==> src/psa_ram.sv <==
// ----------------------------------------------------------------------------
// psa_ram
// Generic single-port synchronous RAM with a registered read.
// ----------------------------------------------------------------------------
module psa_ram #(
   parameter int WIDTH = 8,
   parameter int DEPTH = 16
) (
   input  logic                     clock,
   input  logic                     we,
   input  logic [$clog2(DEPTH)-1:0] addr,
   input  logic [WIDTH-1:0]         wdata,
   output logic [WIDTH-1:0]         rdata
);

   logic [WIDTH-1:0] mem_ff [DEPTH];
   logic [WIDTH-1:0] rdata_ff;

   // Write first-come, read returns old contents
   always_ff @(posedge clock) begin
      if (we) begin
         mem_ff[addr] <= wdata;
      end
      rdata_ff <= mem_ff[addr];
   end

   assign rdata = rdata_ff;

endmodule

==> config.mk <==
export PLATFORM = sky130hd
export DESIGN_NAME = psa_ram
export DESIGN_NICKNAME = d
export VERILOG_FILES = /design/src/psa_ram.sv
export SDC_FILE = /design/constraint.sdc
export NUM_CORES = 1
export LEC_CHECK = 0
export ABC_AREA = 1
export BUFFER_PORTS_ARGS = -buffer_cell sky130_fd_sc_hd__buf_4
export CAP_MARGIN = 20
export CORE_MARGIN = 5
export CORE_UTILIZATION = 65
export DETAILED_ROUTE_END_ITERATION = 10
export PLACE_DENSITY_LB_ADDON = 0.12
export SLEW_MARGIN = 20
export SYNTH_ARGS = -nofsm -noshare
export SYNTH_HDL_FRONTEND = slang
export SYNTH_SLANG_ARGS = --single-unit
export TNS_END_PERCENT = 50
==> constraint.sdc <==
create_clock -name clock -period 4.1 [get_ports clock]
set_clock_uncertainty 0.05 [all_clocks]
set_input_delay 0.205 -clock clock [delete_from_list [all_inputs] [get_ports clock]]
set_output_delay 0.205 -clock clock [all_outputs]
set_load 0.03 [all_outputs]
Word-level counts from Yosys, hierarchy flattened
Memory sizes are Yosys's and may differ from the RTL's. A register that Yosys moved wholly into a read port is not among the register bits.
Index checks and enable logic that the tools add are counted.
{"block": "word_totals", "register_bits": 0, "ram_bits": 128, "output_inout_bits": 8, "elab_cells": 3, "n_memories": 1}
{"block": "classes", "muxes": 2}
{"memory": "mem_ff", "words": 16, "word_bits": 8, "read_ports": 1, "rd_clocked_by_memory_dff": 1, "write_ports": 1, "line_no": "16", "rtl": "logic [WIDTH-1:0] mem_ff [DEPTH];"}
{"cell": "two-way mux 1 bit", "count": 2}

Longest topological paths before layout
{"block": "logic_depth", "depth_word": 2, "mapped_depth": 11, "mapped_depth_nobuf": 9}

Worst setup path before layout
Ideal clock, no wire load.
{"block": "synth_path", "path_kind": "input to register", "from": "input port addr[1]", "to": "memory mem_ff[3][0], enable pin", "setup_time_ns": 0.370, "arrival_ns": 1.212, "path_slack_ns": 2.468, "cell_stages": 4, "path_cell_list": "buf_2 clkbuf_1 nand3_1 nor2_1"}
{"item": "start: declaration", "line_no": "11", "rtl": "input logic [$clog2(DEPTH)-1:0] addr,"}
{"item": "end: declaration", "line_no": "16"}
No word-level cell before the write port.

Worst setup path after layout
{"block": "layout_path", "from": "input port addr[0]", "to": "memory mem_ff[11][0], enable pin"}
No word-level cell before the write port.

==> metrics.cfg <==
[final_layout]
num_antenna_cells = 0
area_growth_pct = 14.54
drive_above_1_share_pct = 8.998
fin_area_sq_mm = 0.006406
stdcell_count = 694
num-nets-final = 590

[cts]
clock_latency_ns = 0.52
root_buffer = clkbuf_8
cts_max_level = 4
path_clk_slew_ns = 0.06
numClockSinks = 136
cts_tree = done
cts_hold_buf = 3
cts_resized = 0
clock_path_buffers = 2
post-cts-setup-buffer-count = 0
cts_buffers = 17

[setup_path]
path_delay_family = simple AND/OR/NAND/NOR gates
slowest_delay_ns = 0.65
crit_type = in -> reg
path_cells = buf_4 > nand3_1 > nor2_1
cp_slowest_cell = nor2_1
cp.arrival_ns = 1.82
worst_setup_path_end_kind = flip-flop
critPathRequiredTime_ns = 4.20
critPathLaunchType = primary input
path_max_fanout = 67
cp_num_buf_inv = 1

[die]
initial_core_util_pct = 67.39
dieArea_sq_mm = 0.01056
rows = 33
core_area_sq_mm = 0.008299
die_h_um = 102.8
num_io_pins = 22
die_w_um = 102.8

[timing]
fin_crit_sh_pct = 42.02
finalCriticalPeriod_ns = 1.723
fmax_mhz = 580.4
final_hold_viol_count = 0
maxSlewViolCount = 0
rsz0062_at_grt = false
fin_setup_tns_ns = 0
slew_headroom_pct = 49.61
setup_viol_count_final = 0
tightest_slew_ns = 0.7531

[power_and_ir_drop]
p_comb_share_pct = 6.7
ir_worst_vdd_uv = 321.8
p_clk_share_pct = 44.3
power_density_mw_per_mm2 = 498.4
switching_share_pct = 22.38
p_sw_mw = 0.7145
p_leak_nw = 2.750
seqPwrFrac_pct = 49.0
internal_power_mw = 2.479

[drt]
routed_via_density = 5.373
vias = 3729
avgRoutedWirePerCell_um = 17.47
drtIter0Drc = 263
first_pass_iters = 5
antenna_left = 0
finalWirelength_um = 12120
drcViolationCount = 0

[place]
placed_cell_area_sq_mm = 0.005781
globalplace.congestion = 0.8357
dpl.hpwl_um = 7193
port_buffers = 21
dp.cells = 655

[run]
drv_cap = 0

[yosys]
synth.distinct_cells = 11
syn_area_sq_mm = 0.005593
syn_avg_cell_area_sq_um = 10.21
synth-seq-cells = 136
syn_nets = 562
synth_warnings = 0
seq_area_frac_synth_pct = 71.59
synth_cells = 548

[global_routing]
grt_pass1_vias = 3771
grt.overflow.total = 0
grt_pass1_wl_um = 19170
grt_antenna_before_repair = 0
grt_util_all_layers_pct = 25.37
grt_max_degree = 68

[status]
outcome = finished, final reports clean

[min_path]
hp-class = in -> reg

## power by group through the flow
| stage | clock (mW) | sequential, mW | combinational (mW) |
|---|---|---|---|
| finish | 1.42 | 1.56 | 0.213 |
| global placement | 0 | 1.59 | 0.202 |
| CTS | 1.43 | 1.56 | 0.210 |
| detailed placement | 0 | 1.59 | 0.205 |
| global route | 1.50 | 1.57 | 0.235 |
| floorplan | 0 | 1.61 | 0.107 |
## cell usage after synthesis, drive strengths merged
| master | number | share of area [%] |
|---|---|---|
| clkinv | 1 | 0.067 |
| clkbuf | 3 | 0.20 |
| dfxtp | 8 | 2.9 |
| nor2 | 18 | 1.2 |
| nand2 | 346 | 23 |
| edfxtp | 128 | 69 |
| buf | 18 | 1.9 |
| inv | 22 | 1.5 |
| nand3 | 4 | 0.36 |
## final cells by class
| class | instances | area, sq um |
|---|---|---|
| clock buffer | 20 | 425.4 |
| inverter | 23 | 86.33 |
| multi-input combinational | 368 | 1386 |
| fill | 556 | 1893 |
| clock inverter | 12 | 130.1 |
| tap | 105 | 131.4 |
| sequential | 136 | 4004 |
| timing repair buffer | 30 | 242.7 |
## metrics by stage
stage | setup WS, ns | total power, mW | util [%] | hold slack, ns
floorplan | 2.468 | 1.717 | - | 0.2539
global placement | 1.969 | 1.793 | 69.65 | 0.5234
detailed placement | 1.881 | 1.797 | 69.65 | 0.5246
CTS | 2.429 | 3.200 | 76.71 | 0.001553
global route | 2.242 | 3.301 | 77.19 | 0.0005576
finish | 2.377 | 3.193 | 77.19 | 0.02937
## routing by layer
layer	GRT usage, %	up-vias	wire (um)	share of wire (%)
met5	0	-	0	0
met4	7.470	0	179	1.5
met3	6.563	18	779	6.4
met2	42.30	133	6135	51
met1	33.30	1774	5030	41
li1	-	1804	-	-
## worst paths after layout
kind | startpoint | end | slack [ns] | cells after the start
worst max-delay path | addr[0] | mem_ff[11][0] | 2.38 | 3
worst min-delay path | wdata[4] | mem_ff[11][4] | 0.03 | 1
worst max register to register | mem_ff[5][3] | rdata[3] | 3.03 | 8
worst min register to register | mem_ff[12][7] | rdata[7] | 0.67 | 8
## registers in the layout, summed over array words and instances, names as in the netlist
| signal | count |
|---|---|
| rdata | 8 |
| mem_ff | 128 |
## cell usage in the layout, fill, tap and decap left out, drive strengths merged
| cell | count |
|---|---|
| bufinv | 2 |
| clkinvlp | 2 |
| nand2 | 346 |
| inv | 23 |
| clkbuf | 20 |
| clkinv | 8 |
| nand3 | 4 |
| dfxtp | 8 |
| edfxtp | 128 |
| nor2 | 18 |
| buf | 23 |
| dlygate4sd3 | 7 |
## worst register-to-register path, cell delays in order, from the launching register on
cell and delay [ns]:
edfxtp_1 0.37, nand2_1 0.10, nand2_1 0.08, nand2_1 0.06
nand2_1 0.06, nand2_1 0.06, nand2_1 0.06, inv_1 0.08
nand2_1 0.06
## cells by family (layout without fill, tap and decap cells)
group | Yosys count | after routing | share of synthesized area, %
buffers and inverters | 44 | 85 | 3.624
and+or+nand+nor | 368 | 368 | 24.79
DFF | 136 | 136 | 71.59
No activity file was read; power rests on OpenSTA's default activity.
