`config.mk`:
```
export PLATFORM = sky130hd
export DESIGN_NAME = psa_ctrl_flat
export DESIGN_NICKNAME = d
export VERILOG_FILES = /design/src/psa_pkg.sv /design/src/psa_req_if.sv /design/src/psa_rsp_if.sv /design/src/psa_ctrl.sv /design/src/flat_wrapper.sv
export SDC_FILE = /design/constraint.sdc
export NUM_CORES = 1
export LEC_CHECK = 0
export BUFFER_PORTS_ARGS = -buffer_cell sky130_fd_sc_hd__buf_4
export CAP_MARGIN = 15
export CORE_ASPECT_RATIO = 1.1
export CORE_MARGIN = 3
export CORE_UTILIZATION = 53
export CTS_CLUSTER_DIAMETER = 120
export DETAILED_ROUTE_END_ITERATION = 7
export HOLD_SLACK_MARGIN = 0.1
export PLACE_DENSITY = 0.86
export SETUP_SLACK_MARGIN = 0.05
export SLEW_MARGIN = 20
export SYNTH_ARGS = -nofsm -noshare
export SYNTH_HDL_FRONTEND = slang
export SYNTH_SLANG_ARGS = --single-unit
```
`constraint.sdc`:
```
create_clock -name clock -period 8.3 [get_ports clock]
set_input_delay 0 -clock clock [delete_from_list [all_inputs] [get_ports clock]]
set_output_delay 0 -clock clock [all_outputs]
set_load 0.05 [all_outputs]
```
`src/psa_pkg.sv`:
```
// ----------------------------------------------------------------------------
// psa_pkg
// Shared sizes, codes and memory request types of the paged sparse array.
// ----------------------------------------------------------------------------
package psa_pkg;

   // Geometry
   localparam int ELEMS_PER_PAGE = 512;
   localparam int NUM_PAGES      = 4096;

   // Transaction field widths
   localparam int INDEX_W = 24;
   localparam int VALUE_W = 64;

   // Index split: {depth, slot, offset}
   localparam int OFFSET_W = $clog2(ELEMS_PER_PAGE);
   localparam int SLOT_W   = OFFSET_W;
   localparam int DEPTH_W  = INDEX_W - OFFSET_W - SLOT_W;
   localparam int NEED_W   = DEPTH_W + 1;

   // Page pointers and the bump allocator
   localparam int PAGE_W = $clog2(NUM_PAGES);
   localparam int FREE_W = PAGE_W + 1;

   // Link memory: page links first, directory entries above them
   localparam int LINK_DEPTH = NUM_PAGES + ELEMS_PER_PAGE;
   localparam int LINK_AW    = $clog2(LINK_DEPTH);

   // Word memory
   localparam int WORD_DEPTH = NUM_PAGES * ELEMS_PER_PAGE;
   localparam int WORD_AW    = PAGE_W + OFFSET_W;

   // Operation and status codes
   typedef enum logic {
      FUNC_READ  = 1'b0,
      FUNC_WRITE = 1'b1
   } func_type;

   typedef enum logic {
      STATUS_DONE = 1'b0,
      STATUS_FULL = 1'b1
   } status_type;

   // Memory request bundles
   typedef struct packed {
      logic               we;
      logic [LINK_AW-1:0] addr;
      logic [PAGE_W-1:0]  wdata;
   } link_req_type;

   typedef struct packed {
      logic               we;
      logic [WORD_AW-1:0] addr;
      logic [VALUE_W-1:0] wdata;
   } word_req_type;

endpackage

```
`src/psa_req_if.sv`:
```
// ----------------------------------------------------------------------------
// psa_req_if
// Request channel: one get or put transaction per valid/ready handshake.
// ----------------------------------------------------------------------------
interface psa_req_if import psa_pkg::*; ();

   logic               valid;
   logic               ready;
   logic               func;
   logic [INDEX_W-1:0] index;
   logic [VALUE_W-1:0] value;

   modport source (output valid, output func, output index, output value, input ready);
   modport sink   (input valid, input func, input index, input value, output ready);

endinterface

```
`src/psa_rsp_if.sv`:
```
// ----------------------------------------------------------------------------
// psa_rsp_if
// Response channel: one result transaction per request.
// ----------------------------------------------------------------------------
interface psa_rsp_if import psa_pkg::*; ();

   logic               valid;
   logic               ready;
   logic [VALUE_W-1:0] read_value;
   logic               status;

   modport source (output valid, output read_value, output status, input ready);
   modport sink   (input valid, input read_value, input status, output ready);

endinterface

```
`src/psa_ctrl.sv`:
```
// ----------------------------------------------------------------------------
// psa_ctrl
// Sequencer: clears both memories after reset, walks the page chain one
// link per cycle, allocates missing pages and holds the response register.
// ----------------------------------------------------------------------------
module psa_ctrl import psa_pkg::*; (
   input  logic               clock,
   input  logic               reset,
   psa_req_if.sink            req_chan,
   psa_rsp_if.source          rsp_chan,
   output link_req_type       link_req,
   input  logic [PAGE_W-1:0]  link_rdata,
   output word_req_type       word_req,
   input  logic [VALUE_W-1:0] word_rdata
);

   localparam int CMP_W = (FREE_W > NEED_W) ? FREE_W : NEED_W;

   typedef enum logic [2:0] {
      ST_CLEAR,
      ST_IDLE,
      ST_WALK,
      ST_ALLOC,
      ST_WORD,
      ST_FINISH
   } state_type;

   state_type           state_ff, state_in;
   logic [WORD_AW-1:0]  clr_addr_ff, clr_addr_in;
   func_type            op_ff, op_in;
   logic [OFFSET_W-1:0] offset_ff, offset_in;
   logic [SLOT_W-1:0]   slot_ff, slot_in;
   logic [DEPTH_W-1:0]  depth_ff, depth_in;
   logic [VALUE_W-1:0]  value_ff, value_in;
   logic [NEED_W-1:0]   have_ff, have_in;
   logic [PAGE_W-1:0]   last_page_ff, last_page_in;
   logic [LINK_AW-1:0]  alloc_addr_ff, alloc_addr_in;
   logic [NEED_W-1:0]   remain_ff, remain_in;
   logic [FREE_W-1:0]   free_ff, free_in;
   logic [VALUE_W-1:0]  res_value_ff, res_value_in;
   status_type          res_status_ff, res_status_in;
   logic                rsp_valid_ff, rsp_valid_in;
   logic [VALUE_W-1:0]  rsp_value_ff, rsp_value_in;
   status_type          rsp_status_ff, rsp_status_in;

   logic                rsp_free;
   logic                req_fire;
   logic [OFFSET_W-1:0] req_offset;
   logic [SLOT_W-1:0]   req_slot;
   logic [DEPTH_W-1:0]  req_depth;
   logic [NEED_W-1:0]   need;
   logic [FREE_W-1:0]   avail;

   // Handshake and index split
   assign rsp_free       = !rsp_valid_ff || rsp_chan.ready;
   assign req_chan.ready = (state_ff == ST_IDLE);
   assign req_fire       = req_chan.valid && req_chan.ready;
   assign req_offset     = req_chan.index[OFFSET_W-1:0];
   assign req_slot       = req_chan.index[OFFSET_W +: SLOT_W];
   assign req_depth      = req_chan.index[INDEX_W-1 -: DEPTH_W];

   // Pages still missing on the path, and pages left in the pool
   assign need  = {1'b0, depth_ff} + NEED_W'(1) - have_ff;
   assign avail = FREE_W'(NUM_PAGES) - free_ff;

   // Next-state and memory request logic
   always_comb begin
      state_in      = state_ff;
      clr_addr_in   = clr_addr_ff;
      op_in         = op_ff;
      offset_in     = offset_ff;
      slot_in       = slot_ff;
      depth_in      = depth_ff;
      value_in      = value_ff;
      have_in       = have_ff;
      last_page_in  = last_page_ff;
      alloc_addr_in = alloc_addr_ff;
      remain_in     = remain_ff;
      free_in       = free_ff;
      res_value_in  = res_value_ff;
      res_status_in = res_status_ff;
      rsp_valid_in  = rsp_valid_ff && !rsp_chan.ready;
      rsp_value_in  = rsp_value_ff;
      rsp_status_in = rsp_status_ff;

      link_req       = '0;
      link_req.addr  = LINK_AW'(last_page_ff);
      word_req       = '0;
      word_req.addr  = {last_page_ff, offset_ff};
      word_req.wdata = value_ff;

      unique case (state_ff)
         // Zero one word per cycle, and one link entry while the address is inside the link memory
         ST_CLEAR: begin
            link_req.we   = (clr_addr_ff < WORD_AW'(LINK_DEPTH));
            link_req.addr = clr_addr_ff[LINK_AW-1:0];
            word_req.we    = 1'b1;
            word_req.addr  = clr_addr_ff;
            word_req.wdata = '0;
            clr_addr_in    = clr_addr_ff + WORD_AW'(1);
            if (clr_addr_ff == WORD_AW'(WORD_DEPTH - 1)) begin
               state_in = ST_IDLE;
            end
         end

         // Take a transaction and fetch its directory entry
         ST_IDLE: begin
            if (req_fire) begin
               op_in         = func_type'(req_chan.func);
               offset_in     = req_offset;
               slot_in       = req_slot;
               depth_in      = req_depth;
               value_in      = req_chan.value;
               have_in       = '0;
               link_req.addr = LINK_AW'(NUM_PAGES) + LINK_AW'(req_slot);
               state_in      = ST_WALK;
            end
         end

         // One link per cycle; link_rdata is the pointer of chain position have_ff
         ST_WALK: begin
            if (link_rdata == '0) begin
               if (op_ff == FUNC_READ) begin
                  res_value_in  = '0;
                  res_status_in = STATUS_DONE;
                  state_in      = ST_FINISH;
               end else if (CMP_W'(need) > CMP_W'(avail)) begin
                  res_value_in  = '0;
                  res_status_in = STATUS_FULL;
                  state_in      = ST_FINISH;
               end else begin
                  remain_in     = need;
                  alloc_addr_in = (have_ff == '0)
                                  ? LINK_AW'(NUM_PAGES) + LINK_AW'(slot_ff)
                                  : LINK_AW'(last_page_ff);
                  state_in      = ST_ALLOC;
               end
            end else begin
               have_in      = have_ff + NEED_W'(1);
               last_page_in = link_rdata;
               if (have_ff == {1'b0, depth_ff}) begin
                  word_req.addr = {link_rdata, offset_ff};
                  if (op_ff == FUNC_READ) begin
                     state_in = ST_WORD;
                  end else begin
                     word_req.we   = 1'b1;
                     res_value_in  = '0;
                     res_status_in = STATUS_DONE;
                     state_in      = ST_FINISH;
                  end
               end else begin
                  link_req.addr = LINK_AW'(link_rdata);
               end
            end
         end

         // Link one fresh page per cycle; store the word into the last one
         ST_ALLOC: begin
            link_req.we    = 1'b1;
            link_req.addr  = alloc_addr_ff;
            link_req.wdata = free_ff[PAGE_W-1:0];
            alloc_addr_in  = LINK_AW'(free_ff[PAGE_W-1:0]);
            free_in        = free_ff + FREE_W'(1);
            remain_in      = remain_ff - NEED_W'(1);
            if (remain_ff == NEED_W'(1)) begin
               word_req.we   = 1'b1;
               word_req.addr = {free_ff[PAGE_W-1:0], offset_ff};
               res_value_in  = '0;
               res_status_in = STATUS_DONE;
               state_in      = ST_FINISH;
            end
         end

         // Word read data returns
         ST_WORD: begin
            res_value_in  = word_rdata;
            res_status_in = STATUS_DONE;
            state_in      = ST_FINISH;
         end

         // Hand the result to the output register once it has room
         ST_FINISH: begin
            if (rsp_free) begin
               rsp_valid_in  = 1'b1;
               rsp_value_in  = res_value_ff;
               rsp_status_in = res_status_ff;
               state_in      = ST_IDLE;
            end
         end

         default: begin
            state_in = ST_CLEAR;
         end
      endcase
   end

   // State and registered outputs
   always_ff @(posedge clock) begin
      if (reset) begin
         state_ff     <= ST_CLEAR;
         clr_addr_ff  <= '0;
         free_ff      <= FREE_W'(1);
         rsp_valid_ff <= 1'b0;
      end else begin
         state_ff     <= state_in;
         clr_addr_ff  <= clr_addr_in;
         free_ff      <= free_in;
         rsp_valid_ff <= rsp_valid_in;
      end
      op_ff         <= op_in;
      offset_ff     <= offset_in;
      slot_ff       <= slot_in;
      depth_ff      <= depth_in;
      value_ff      <= value_in;
      have_ff       <= have_in;
      last_page_ff  <= last_page_in;
      alloc_addr_ff <= alloc_addr_in;
      remain_ff     <= remain_in;
      res_value_ff  <= res_value_in;
      res_status_ff <= res_status_in;
      rsp_value_ff  <= rsp_value_in;
      rsp_status_ff <= rsp_status_in;
   end

   assign rsp_chan.valid      = rsp_valid_ff;
   assign rsp_chan.read_value = rsp_value_ff;
   assign rsp_chan.status     = rsp_status_ff;

   // Checks
   a_free_monotonic: assert property (@(posedge clock) disable iff (reset)
      (state_ff != ST_CLEAR) |=> (free_ff >= $past(free_ff)))
      else $error("free page counter moved backward");

   a_free_bound: assert property (@(posedge clock) disable iff (reset)
      free_ff <= FREE_W'(NUM_PAGES))
      else $error("free page counter past the pool");

   a_no_null_link: assert property (@(posedge clock) disable iff (reset)
      (link_req.we && state_ff != ST_CLEAR) |-> (link_req.addr != '0))
      else $error("link written for the null page");

   a_full_on_write: assert property (@(posedge clock) disable iff (reset)
      (state_ff == ST_FINISH && res_status_ff == STATUS_FULL) |-> (op_ff == FUNC_WRITE))
      else $error("full status on a read");

endmodule

```
`src/flat_wrapper.sv`:
```
// flat-port wrapper written by rule: the top's interface ports become plain ports
module psa_ctrl_flat import psa_pkg::*;
  (clock, reset, link_req, link_rdata, word_req, word_rdata, req_chan_valid, req_chan_func, req_chan_index, req_chan_value, req_chan_ready, rsp_chan_valid, rsp_chan_read_value, rsp_chan_status, rsp_chan_ready);
  psa_req_if req_chan_i ();
  psa_rsp_if rsp_chan_i ();
  input  logic clock;
  input  logic reset;
  output link_req_type link_req;
  input  logic [PAGE_W-1:0] link_rdata;
  output word_req_type word_req;
  input  logic [VALUE_W-1:0] word_rdata;
  input wire logic [$bits(req_chan_i.valid)-1:0] req_chan_valid;
  input wire logic [$bits(req_chan_i.func)-1:0] req_chan_func;
  input wire logic [$bits(req_chan_i.index)-1:0] req_chan_index;
  input wire logic [$bits(req_chan_i.value)-1:0] req_chan_value;
  output wire logic [$bits(req_chan_i.ready)-1:0] req_chan_ready;
  output wire logic [$bits(rsp_chan_i.valid)-1:0] rsp_chan_valid;
  output wire logic [$bits(rsp_chan_i.read_value)-1:0] rsp_chan_read_value;
  output wire logic [$bits(rsp_chan_i.status)-1:0] rsp_chan_status;
  input wire logic [$bits(rsp_chan_i.ready)-1:0] rsp_chan_ready;
  assign req_chan_i.valid = req_chan_valid;
  assign req_chan_i.func = req_chan_func;
  assign req_chan_i.index = req_chan_index;
  assign req_chan_i.value = req_chan_value;
  assign req_chan_ready = req_chan_i.ready;
  assign rsp_chan_valid = rsp_chan_i.valid;
  assign rsp_chan_read_value = rsp_chan_i.read_value;
  assign rsp_chan_status = rsp_chan_i.status;
  assign rsp_chan_i.ready = rsp_chan_ready;
  psa_ctrl u_core (.clock(clock), .reset(reset), .req_chan(req_chan_i), .rsp_chan(rsp_chan_i), .link_req(link_req), .link_rdata(link_rdata), .word_req(word_req), .word_rdata(word_rdata));
endmodule
```
======== Word level (Yosys, flattened, before mapping) ========
Index checks and enable logic that the tools add are counted.
cells by class
  reduce and logical (&&, ||, !) cells .... 18
  $add $sub $neg .......................... 9
  multiplexer cells ....................... 50
  equality and inequality tests ........... 19
  order comparisons ....................... 2
  bitwise gates (word level) .............. 1
operator list
  operator                  number
  $mux W64                  7
  $pmux W64 S3              1
  $mux W13                  6
  $mux W22                  3
  $pmux W22 S3              1
  $pmux W13 S4              1
  $mux W7                   5
  $pmux W7 S2               2
  $add A13 B9 Y13 const A   2
  $pmux W13 S2              1
  $mux W12                  2
  $mux W3                   8
  $add A21 B1 Y21 const B   1
  $eq A21 B21 Y1 const B    1
  $lt A21 B13 Y1 const B    1
  $pmux W3 S6               1
  $add A13 B1 Y13 const B   1
  $gt A7 B13 Y1             1
  $sub A13 B13 Y13 const A  1
  $logic_not A12 Y1         1
  $mux W1                   10
  $ne A2 B1 Y1 const B      5
  $reduce_and A5 Y1         2
  $add A6 B1 Y7 const B     1
  24 further kinds          34
word-level totals
  logic and storage cells ................. 116
  register bits after elaboration ......... 296
  output and inout bits ................... 179

======== Depth between registers and ports, before layout ========
  depth after elaboration ................. 7
  mapped depth ............................ 16
  gate-level depth less buffers ........... 16

======== Worst setup path after synthesis ========
OpenSTA, ideal clock, no wires.
  path type ............................... register -> register
  start point ............................. register u_core.have_ff[2]
  end point ............................... register u_core.res_status_ff (enable)
  arrival time ............................ 5.923 ns
  setup slack ............................. 1.876 ns
  data required time ...................... 7.799 ns
  buffers on the path ..................... 0
  stages on the path, launching flop included .. 16
  cell sequence ........................... edfxtp_1 inv_1 ha_1 ha_1 a21o_1 a21oi_1 o21bai_1 a21oi_1 xnor2_1 ha_1 nand4_1 a21oi_1 a2111oi_1 nor4_4 a211oi_1 o21bai_1
between the ends
  longest elaborated chain between the ends .. 4
RTL lines
  element                        line             text
  from (decl)                    psa_ctrl.sv:35   logic [NEED_W-1:0] have_ff, have_in;
  from (signal assigned)         psa_ctrl.sv:215  have_ff <= have_in;
  $sub A7 B7 Y7                  psa_ctrl.sv:63   assign need = {1'b0, depth_ff} + NEED_W'(1) - have_ff;
  $gt A7 B13 Y1                  psa_ctrl.sv:127  end else if (CMP_W'(need) > CMP_W'(avail)) begin
  $ne A4 B4 Y1 (no line)         -
  $reduce_and A5 Y1 (no line) *  -
  to (signal assigned)           psa_ctrl.sv:220  res_status_ff <= res_status_in;
  to (decl)                      psa_ctrl.sv:41   status_type res_status_ff, res_status_in;
Every way passes the cells marked *; elsewhere a longest branch is shown, timed or not.
A chain may end at the register's enable or synchronous reset.

======== Worst setup path in the final report ========
  start point ............................. register u_core.have_ff[2]
  end point ............................... register u_core.remain_ff[2] (enable)
between the ends
  longest elaborated chain between the ends .. 4
RTL lines
  element                      line             text
  $sub A7 B7 Y7                psa_ctrl.sv:63
  $gt A7 B13 Y1                psa_ctrl.sv:127
  $ne A2 B2 Y1 (no line)       -
  $reduce_and A4 Y1 (no line)  -
  to (signal assigned)         psa_ctrl.sv:218  remain_ff <= remain_in;
  to (decl)                    psa_ctrl.sv:38   logic [NEED_W-1:0] remain_ff, remain_in;
No other way between the ends.

==> qor.csv <==
metric;value;unit
outcome;complete, no violations;
Worst setup SP type;flop;
RePlAce Congestion;0.957;
FP Rows;58;
CP max stage cell;o21a_1;
Synth Warn #;0;
total track usage;29.5;%
max cap viols;0;
GR Layer Usage met1;36.8;%
crit-path max FO;20;
Core Area;23100;um2
most used routing layer;met2;
area grow syn2layout;43.2;%
pre-CTS setup slack;3.65;ns
Final Net Count;1653;
Period Utilization, post-route;56.6;%
Worst Skew;0.0195;ns
VDD IR-drop max;0.000217;V
ys async rst share;0;%
die width;153;um
CP Launch Point;u_core.have_ff[2];
final antenna-violating net count;0;
Worst Hold Launch;req_chan_value[5];
Clk Latency, worst-skew pair;0.55;ns
Post-DP HPWL;23900;um
via count;10300;
met3 GRT Util;6.07;%
initial DRC count;1214;
fin worst setup slack;3.60;ns
post_cts resized;0;
CTS H-tree depth;1;
RSZ-0062 raised after global routing;no;
antenna violations before repair;1;
Critical Path AT;4.86;ns
Cells after Synth;962;
Syn Std Cell Area;12700;um2
vias in the first global route;10500;
CTS sink count;296;
R2R Path Start;u_core.have_ff[2];
CTS tree;yes;
Worst slew margin;26.0;%
Post-Layout Cell Count;1777;
DP Cell Count;1557;
GRT overflow;0;
worst path required time;8.46;ns
Pre-antenna DRT Iters;7;
die extent in y;168;um
share of layout cells above drive strength 1;29.1;%
Pins Over Slew Limit;0;
pin count of the biggest net entering global routing;103;
final hold vios;0;
DRC viols;0;
Hold WC Path Type;in2reg;
port bufs;347;
leakage;7.55;nW
Yosys reg bits;296;
Post-CTS Setup Inserts;0;
met2 Use GR;50.4;%
CP Class;reg2reg;
EDFF count, synth;258;
Die ar.;25800;um2
Setup crit end kind;flop;
Root Driver;clkbuf_16;
TritonCTS Buffers;29;
highest cell delay on the worst timing path;0.87;ns
Top delay family on crit path;compound AO/OA/AOI/OAI gates;
final setup fails;0;
WP buf/inv;1;
first-pass GRT wire length;60000;um
initial core utilization;54.7;%
routed vias/inst;5.81;
Slew @ Worst Pin;1.11;ns
Fmax achieved;213;MHz
Critical Path, Cell by Cell;inv_1 > ha_1 > ha_1 > a21o_1 > a21oi_1 > o21bai_1 > a21oi_1 > xnor2_1 > ha_1 > nand4_1 > a21oi_1 > a2111oi_1 > nor4_4 > a21oi_1 > o21a_1;
P per Cell Area;254;nW/um2
sequential share of the synthesized area;67.2;%
Top-Level Pins;348;
Top FF cell, synth;edfxtp_1;
Synth Net Count;1157;
Crit path top cell by count;a21oi_1;
routed len/inst;22.3;um
clock-pin slew on the worst setup and hold paths;0.06;ns
count of cell types in the netlist;62;
Final TNS setup;0;ns
maximum buffer depth of the clock tree;3;
minimum clock period;4.70;ns
Syn Area/Cell;13.2;um2
final wirelength;39700;um
sequential cells by signal (all words and copies together), names as in the netlist:
name,flops
u_core.rsp_chan.read_value,64
u_core.free_ff,13
u_core.offset_ff,9
u_core.state_ff,3
u_core.remain_ff,7
u_core.depth_ff,6
u_core.res_status_ff,1
u_core.alloc_addr_ff,13
u_core.rsp_chan.status,1
u_core.op_ff,1
u_core.clr_addr_ff,21
u_core.have_ff,7
u_core.res_value_ff,64
u_core.rsp_chan.valid,1
u_core.last_page_ff,12
u_core.value_ff,64
u_core.slot_ff,9
metrics by stage:
stage	hold WS, ns	instance area (um2)	util, %	total power (W)
2_1_floorplan	0.0989	12700	-	0.00274
3_3_place_gp	0.178	15500	66.9	0.00318
3_5_place_dp	0.179	15500	66.9	0.00320
4_1_cts	0.147	18100	78.3	0.00457
5_1_grt	0.159	18100	78.4	0.00476
6_report	0.163	18100	78.4	0.00461
per-layer routing:
layer  share of wire [%]  routed length [um]
met1                  35               13900
met2                  49               19600
met3                  11                4180
met4                 5.0                1990
met5                   0                   0
worst paths after layout:
path	cells past startpoint	slack, ns	end
max	15	3.60	u_core.remain_ff[2]
min	2	0.16	u_core.value_ff[5]
min reg2reg	0	0.42	u_core.rsp_chan.read_value[7]
max reg2reg	15	3.60	u_core.remain_ff[2]
synthesized netlist by cell type, types with 2 or more instances:
cell	number	area [um2]
nor3_1	13	65.1
clkbuf_1	44	165
buf_2	10	50.1
xor2_1	23	201
edfxtp_1	258	7750
o21a_1	3	22.5
a221o_1	7	70.1
o21bai_1	12	90.1
nor4_1	8	50.1
and2_1	3	18.8
a211oi_1	2	15.0
nand2_1	70	263
a21oi_1	23	115
nor2b_1	69	432
nor2_2	2	12.5
nand4_1	12	75.1
a211o_1	2	17.5
and3_2	2	15.0
nor4_4	3	63.8
nor4_2	2	25.0
nand2b_1	2	12.5
o31ai_1	3	22.5
dfxtp_1	38	761
a21o_1	4	30.0
nor3_2	3	30.0
mux2i_1	10	100
nand3_1	17	85.1
or3_1	6	37.5
nand3b_1	4	30.0
a221oi_1	3	26.3
ha_1	25	313
xnor2_1	25	219
o21ai_0	25	125
nor2_1	63	236
inv_1	38	143
buf_4	2	15.0
a222oi_1	22	220
buf_6	3	33.8
and3_1	78	488
cell type report:
cell class,instances,area [um2]
fill,1204,5010
tap,300,375
sequential,296,8510
multi-input combinational,567,3790
inverter,39,148
clock buffer,32,737
clock inverter,17,205
timing repair buffer,525,4380
antenna,1,2.50
cells in the final DEF (no fill, tap or decap), types with 4 or more instances in the layout:
cell             n
a21o_1           4
a21oi_1         23
a221o_1          7
a222oi_1        22
and3_1          78
buf_4          354
bufinv_16        4
clkbuf_16       29
clkinvlp_4       5
dfxtp_1         37
dlygate4sd3_1  169
edfxtp_1       258
ha_1            25
inv_1           38
mux2i_1         10
nand2_1         70
nand3_1         17
nand3b_1         4
nand4_1         12
nor2_1          61
nor2b_1         68
nor3_1          12
nor4_1           8
o21ai_0         24
o21bai_1        11
or3_1            6
xnor2_1         25
xor2_1          23
where the power goes:
part	switching (W)	leakage, nW	internal [W]
clock	0.000563	0.443	0.000763
sequential	0.0000528	2.69	0.00174
combinational	0.00105	4.42	0.000445
total	0.00167	7.55	0.00295
cell families (layout without fill, tap and decap cells):
| group | Yosys count | in the layout | share of synthesized area (%) |
|---|---|---|---|
| AND/OR/NAND/NOR | 366 | 366 | 16.0 |
| buffers and inverters | 99 | 613 | 3.27 |
| XOR/XNOR | 48 | 48 | 3.32 |
| adder cells (fa/ha/maj) | 26 | 26 | 2.63 |
| flip-flops | 296 | 296 | 67.2 |
| AO/OA/AOI/OAI | 115 | 115 | 6.62 |
| other | 0 | 1 | 0 |
| multiplexers | 12 | 12 | 0.998 |
repair_timing:
action | in CTS | in global routing
hold buffers | 169 | 0
endpoints found under the setup margin | 0 | 0
hold endpoints to repair | 210 | 0
Power figures use the tool's default switching activity.
